==> config.mk <==
export PLATFORM = sky130hd
export DESIGN_NAME = ctw_window
export DESIGN_NICKNAME = d
export VERILOG_FILES = /design/src/rtl/ctw_pkg.sv /design/src/rtl/ctw_window.sv
export SDC_FILE = /design/constraint.sdc
export NUM_CORES = 1
export LEC_CHECK = 0
export ABC_AREA = 1
export BUFFER_PORTS_ARGS = -buffer_cell sky130_fd_sc_hd__buf_2
export CAP_MARGIN = 40
export CORE_UTILIZATION = 35
export DETAILED_ROUTE_END_ITERATION = 16
export GPL_ROUTABILITY_DRIVEN = 0
export PLACE_DENSITY_LB_ADDON = 0.25
export SETUP_SLACK_MARGIN = 0.1
export SLEW_MARGIN = 15
export SYNTH_ARGS = -nofsm -noshare
export SYNTH_HDL_FRONTEND = slang
export SYNTH_SLANG_ARGS = --single-unit
==> constraint.sdc <==
create_clock -name clk_i -period 1.9 [get_ports clk_i]
set_clock_uncertainty 0.15 [all_clocks]
set_input_delay 0.095 -clock clk_i [delete_from_list [all_inputs] [get_ports clk_i]]
set_output_delay 0.095 -clock clk_i [all_outputs]
set_load 0.02 [all_outputs]
==> src/rtl/ctw_pkg.sv <==
package ctw_pkg;

  // field widths
  localparam int PIX_W  = 8;
  localparam int CODE_W = 32;
  localparam int ROW_W  = 12;
  localparam int COL_W  = 11;
  localparam int WID_W  = 12;
  localparam int HGT_W  = 13;

  // configuration register index, taken from paddr[2]
  localparam logic REG_FRAME_WIDTH  = 1'b0;
  localparam logic REG_FRAME_HEIGHT = 1'b1;

  // reset values of the size registers
  localparam logic [WID_W-1:0] WIDTH_RESET  = 12'd640;
  localparam logic [HGT_W-1:0] HEIGHT_RESET = 13'd480;

  // largest effective frame height
  localparam logic [HGT_W-1:0] HEIGHT_MAX = 13'd4096;

  // line memory control from the pipeline
  typedef struct packed {
    logic push;    // item accepted: read the column at addr_i
    logic commit;  // stage two retires: write back the shifted column
  } lb_ctl_t;

endpackage

==> src/rtl/ctw_window.sv <==
module ctw_window
  import ctw_pkg::*;
#(
  parameter int WIN_W     = 5,
  parameter int WIN_H     = 5,
  localparam int COLUMN_W = WIN_H * PIX_W
) (
  input  logic                clk_i,
  input  logic                rst_ni,
  input  logic                shift_i,
  input  logic [COLUMN_W-1:0] column_i,
  output logic [CODE_W-1:0]   code_o
);

  localparam int OFF_X = (WIN_W - 1) / 2;
  localparam int OFF_Y = (WIN_H - 1) / 2;
  localparam int NB    = WIN_W * WIN_H - 1;
  localparam int CIDX  = OFF_Y * WIN_W + OFF_X;

  logic [PIX_W-1:0]     win_q [WIN_H][WIN_W];
  logic [PIX_W-1:0]     win_d [WIN_H][WIN_W];
  logic [PIX_W-1:0]     ctr;
  logic [NB-1:0]        bits;
  logic [NB+CODE_W-1:0] bits_ext;

  // window moves one column left, new column enters at the right
  always_comb begin
    for (int a = 0; a < WIN_H; a++) begin
      for (int b = 0; b < WIN_W - 1; b++) begin
        win_d[a][b] = win_q[a][b+1];
      end
      win_d[a][WIN_W-1] = column_i[a*PIX_W +: PIX_W];
    end
  end

  // neighbors against center, row-major, last neighbor in the lsb
  assign ctr = win_d[OFF_Y][OFF_X];
  always_comb begin
    bits = '0;
    for (int a = 0; a < WIN_H; a++) begin
      for (int b = 0; b < WIN_W; b++) begin
        if (a * WIN_W + b < CIDX) begin
          bits[NB-1-(a*WIN_W+b)] = (win_d[a][b] < ctr);
        end else if (a * WIN_W + b > CIDX) begin
          bits[NB-(a*WIN_W+b)] = (win_d[a][b] < ctr);
        end
      end
    end
  end

  // keep the low 32 bits
  assign bits_ext = {{CODE_W{1'b0}}, bits};
  assign code_o   = bits_ext[CODE_W-1:0];

  // window registers
  always_ff @(posedge clk_i or negedge rst_ni) begin
    if (!rst_ni) begin
      for (int a = 0; a < WIN_H; a++) begin
        for (int b = 0; b < WIN_W; b++) begin
          win_q[a][b] <= '0;
        end
      end
    end else if (shift_i) begin
      win_q <= win_d;
    end
  end

endmodule

# Yosys cells after proc, flatten, opt, wreduce, memory -nomap -nowiden
# Index checks and enable logic that the tools add are counted.
[totals] register_bits=160 input_bits=43 output_inout_bits=32 word_cells=44
[op_classes] magnitude_cmp=24
[ops] op="$lt 8x8->1" n=24

# Depth between registers and ports, before layout
[depth] word_depth=1 mapped_depth=8 depth_no_buf=7

# Least setup slack after synthesis
# No wires, ideal clock.
[synth_path] path_kind="reg-to-output" from="register win_q (netlist bit ctr[7])" to="output port code_o[0]" arrival_time_ns=1.685 path_slack_ns=-0.030 stages_incl_launch_ff=6 path_cell_list="dfrtp_1 > inv_1 > ha_1 > a21oi_1 > o21ai_0 > a21oi_1"
[synth_via] elab_chain_cells=1
[synth_rtl] item="from (decl)" line="ctw_window.sv:20" rtl="logic [PIX_W-1:0] win_q [WIN_H][WIN_W];"
[synth_rtl] item="from (signal assigned)" line="ctw_window.sv:64" rtl="win_q <= win_d;"
[synth_rtl] item="$lt 8x8->1" line="ctw_window.sv:45" rtl="bits[NB-(a*WIN_W+b)] = (win_d[a][b] < ctr);"
[synth_rtl] item="to (decl)" line="ctw_window.sv:12" rtl="output logic [CODE_W-1:0] code_o"
# Every way passes these cells.

# Final worst setup path
[layout_path] from="register win_q (netlist bit ctr[3])" to="output port code_o[23]"
[layout_via] elab_chain_cells=1
[layout_rtl] item="$lt 8x8->1" line="ctw_window.sv:43" rtl="bits[NB-1-(a*WIN_W+b)] = (win_d[a][b] < ctr);"
# Every way passes these cells.

==> results_dict.tcl <==
set metrics [dict create \
    irDropWorstVdd_mv 0.426 \
    place_area_mm2 0.0108 \
    clock_power_share_pct 32.6 \
    n_fill_cell 2801 \
    routedWlPerCell_um 13.1 \
    path_class "reg -> out" \
    grt_pass1_wl_mm 37.2 \
    p_int_mw 7.59 \
    rsz0062_at_grt "yes" \
    yosys_warnings 0 \
    grt_pass1_vias 7538 \
    drc 0 \
    switchingPower_mw 3.71 \
    syn_area_mm2 0.00991 \
    grt_max_degree 59 \
    crit_required_ns 1.65 \
    coreArea_mm2 0.0278 \
    cts.clk_slew.worst_paths_ns 0.07 \
    cts_tree "done" \
    drtAntennaViolNets 0 \
    power.share.combinational_pct 31.1 \
    finalMaxSlewViolations 0 \
    gr-total-overflow 0 \
    synth_seq_area_share_pct 40.4 \
    hold_ws_ns 0.0339 \
    ios 75 \
    critPathArrivalTime_ns 2.03 \
    syn_avg_cell_area_um2 8.59 \
    place_inst 1593 \
    fin_crit_sh_pct 120 \
    routed_wl_mm 21.8 \
    finish.instance_area_mm2 0.0123 \
    p_seq_share_pct 36.3 \
    use_met1_pct 22.2 \
    dpl.hpwl_mm 15.7 \
    worstPathCellList "clkinvlp_4 -> buf_12 -> ha_1 -> a21oi_1 -> nand2_2 -> a21oi_2 -> buf_4" \
    clk_path_buf_depth 2 \
    cpPeakStageDelay_ns 0.39 \
    pwr_density_cell_mw_per_mm2 921 \
    track_usage_pct 16.1 \
    place.port_buffers 66 \
    crit_path_start_kind "flip-flop" \
    critical_path_buf_inv_count 3 \
    cts_inserted_buffers 17 \
    busiest_layer "met2" \
    violations "negative setup slack" \
    crit_slowest_cell "dfrtp_1" \
    finalNetCount 1488 \
    drive_gt1_share_pct 17.0 \
    finalSetupViolCount 24 \
    antenna_found_initial 0 \
    drtPass1Iterations 7 \
    finalNonFillerCells 1668 \
    synth_cell_types 15 \
    status "finished, violations left" \
    min_path_type "in -> async" \
    hold_viol 0 \
    p_leak_nw 6.11 \
    insertion_delay_ns 0.42 \
    die_h_um 170 \
    area.sequential_mm2 0.00400 \
    fin_crit_ns 2.27 \
    first_iter_violations 307 \
    grt_use_met2_pct 26.6 \
    worstPathMaxFanout 25 \
    ys_ff_latch 160 \
    diodes 0 \
    initial_core_util_pct 35.7 \
    grtUsageMet3_pct 2.37 \
    setup_ws_ns -0.373 \
    critPathCaptureType "primary output" \
    vias 7611 \
    max_cap_violations 0 \
    syn_to_final_growth_pct 24.0 \
    switching_share_pct 32.8 \
    clkSinkCount 160 \
    crit_family "buffers and inverters" \
    clockRootBuffer "clkbuf_16" \
    fp-row-count 61 \
    synth_cells 1153 \
    die_x_um 170 \
    fmax_mhz 440 \
    multi_input_area_mm2 0.00533 \
    h-tree-depth 4 \
    vias_per_cell 4.56 \
    die_area_mm2 0.0290 \
]
[state kept, by name, summed over array words and instances, names as in the netlist]
name,flops
ctr,8
win_d,152
[cell usage after synthesis]
cell	number	area (µm²)
buf_6	16	180
dfrtp_1	160	4000
ha_1	168	2100
inv_1	138	518
nor2_1	84	315
o21ai_1	18	90.1
buf_2	9	45.0
o21ai_0	91	455
conb_1	1	3.75
a21oi_2	18	158
buf_4	16	120
mux2_2	15	169
a21oi_1	138	691
clkbuf_1	4	15.0
nand2_1	277	1040
[power by group through the flow]
| stage | Combinational (mW) | Clock [mW] | Sequential (mW) |
|---|---|---|---|
| final | 3.52 | 3.69 | 4.10 |
| after global routing | 4.08 | 3.94 | 4.16 |
| after CTS | 3.41 | 3.79 | 4.09 |
| after detailed placement | 3.16 | 0 | 4.15 |
| after global placement | 3.07 | 0 | 4.14 |
| after floorplan | 2.23 | 0 | 4.07 |
[cell type report]
cell class,count,share of cell area [%]
multi-input cells,817,43.4
flip-flops and latches,160,32.6
clock buffers,20,3.64
clock inverters,12,1.49
repair buffers,143,10.7
inverters,138,4.37
well taps,378,3.85
[repair_timing]
| item | in CTS | in global routing |
|---|---|---|
| endpoints found under the hold margin | 200 | 0 |
| endpoints found under the setup margin | 24 | 24 |
| buffers inserted | 2 | 0 |
| resized for setup | 48 | 50 |
| gates cloned | 0 | 0 |
| pin swaps | 0 | 1 |
| hold buffers | 41 | 0 |
[per-layer routing]
layer / share of wire [%] / vias to the layer above / routed length, µm
met1: 51 / 3512 / 11100
met3: 2.1 / 13 / 459
li1: - / 4014 / -
met2: 46 / 72 / 10100
met5: 0 / - / 0
met4: 0.83 / 0 / 182
[cell usage in the layout, fill, tap and decap left out, types with 17 or more instances in the layout]
cell / Yosys / layout
nand2_1: 277 / 269
dfrtp_1: 160 / 160
ha_1: 168 / 156
inv_1: 138 / 133
a21oi_1: 138 / 109
nor2_1: 84 / 84
o21ai_0: 91 / 76
a21oi_2: 18 / 47
dlygate4sd3_1: 0 / 41
buf_2: 9 / 40
buf_4: 16 / 34
o21ai_1: 18 / 33
clkbuf_16: 0 / 17
[worst reg2reg max path: cells and delay by family, from the launching register on]
kind,cells,cell delay (ns)
flops,1,0.39
compound gates,1,0.19
buf+inv,2,0.29
[final timing paths]
| check | startpoint | end | slack (ns) | depth (start not counted) |
|---|---|---|---|---|
| setup / recovery | ctr[3] | code_o[23] | -0.37 | 7 |
| hold / removal | rst_ni | win_d[9] | 0.03 | 2 |
| setup reg to reg | ctr[7] | ctr[7] | 0.79 | 3 |
| hold reg to reg | win_d[64] | win_d[72] | 0.33 | 2 |
| max in group asynchronous | rst_ni | win_d[192] | 0.85 | 3 |
| min in group clk_i | shift_i | win_d[195] | 0.03 | 2 |
[kinds of logic after synthesis]
logic type | after synthesis | synth area share, %
AND/OR/NAND/NOR | 361 | 13.7
AO/OA/AOI/OAI | 265 | 14.1
buffers and inverters | 183 | 8.87
adder cells (fa/ha/maj) | 168 | 21.2
flip-flops | 160 | 40.4
multiplexers | 15 | 1.71
other | 1 | 0.0379
[metrics by stage]
stage / TNS (ns) / power, mW / worst slack, ns / utilization, %
floorplan: 0 / 6.30 / 0.115 / -
finish: -7.13 / 11.3 / -0.373 / 44.2
global route: -9.79 / 12.2 / -0.494 / 44.2
global placement: 0 / 7.22 / 0.111 / 39.1
CTS: -7.43 / 11.3 / -0.359 / 43.3
detailed placement: 0 / 7.31 / 0.0662 / 39.1
No activity file was read; power rests on OpenSTA's default activity.
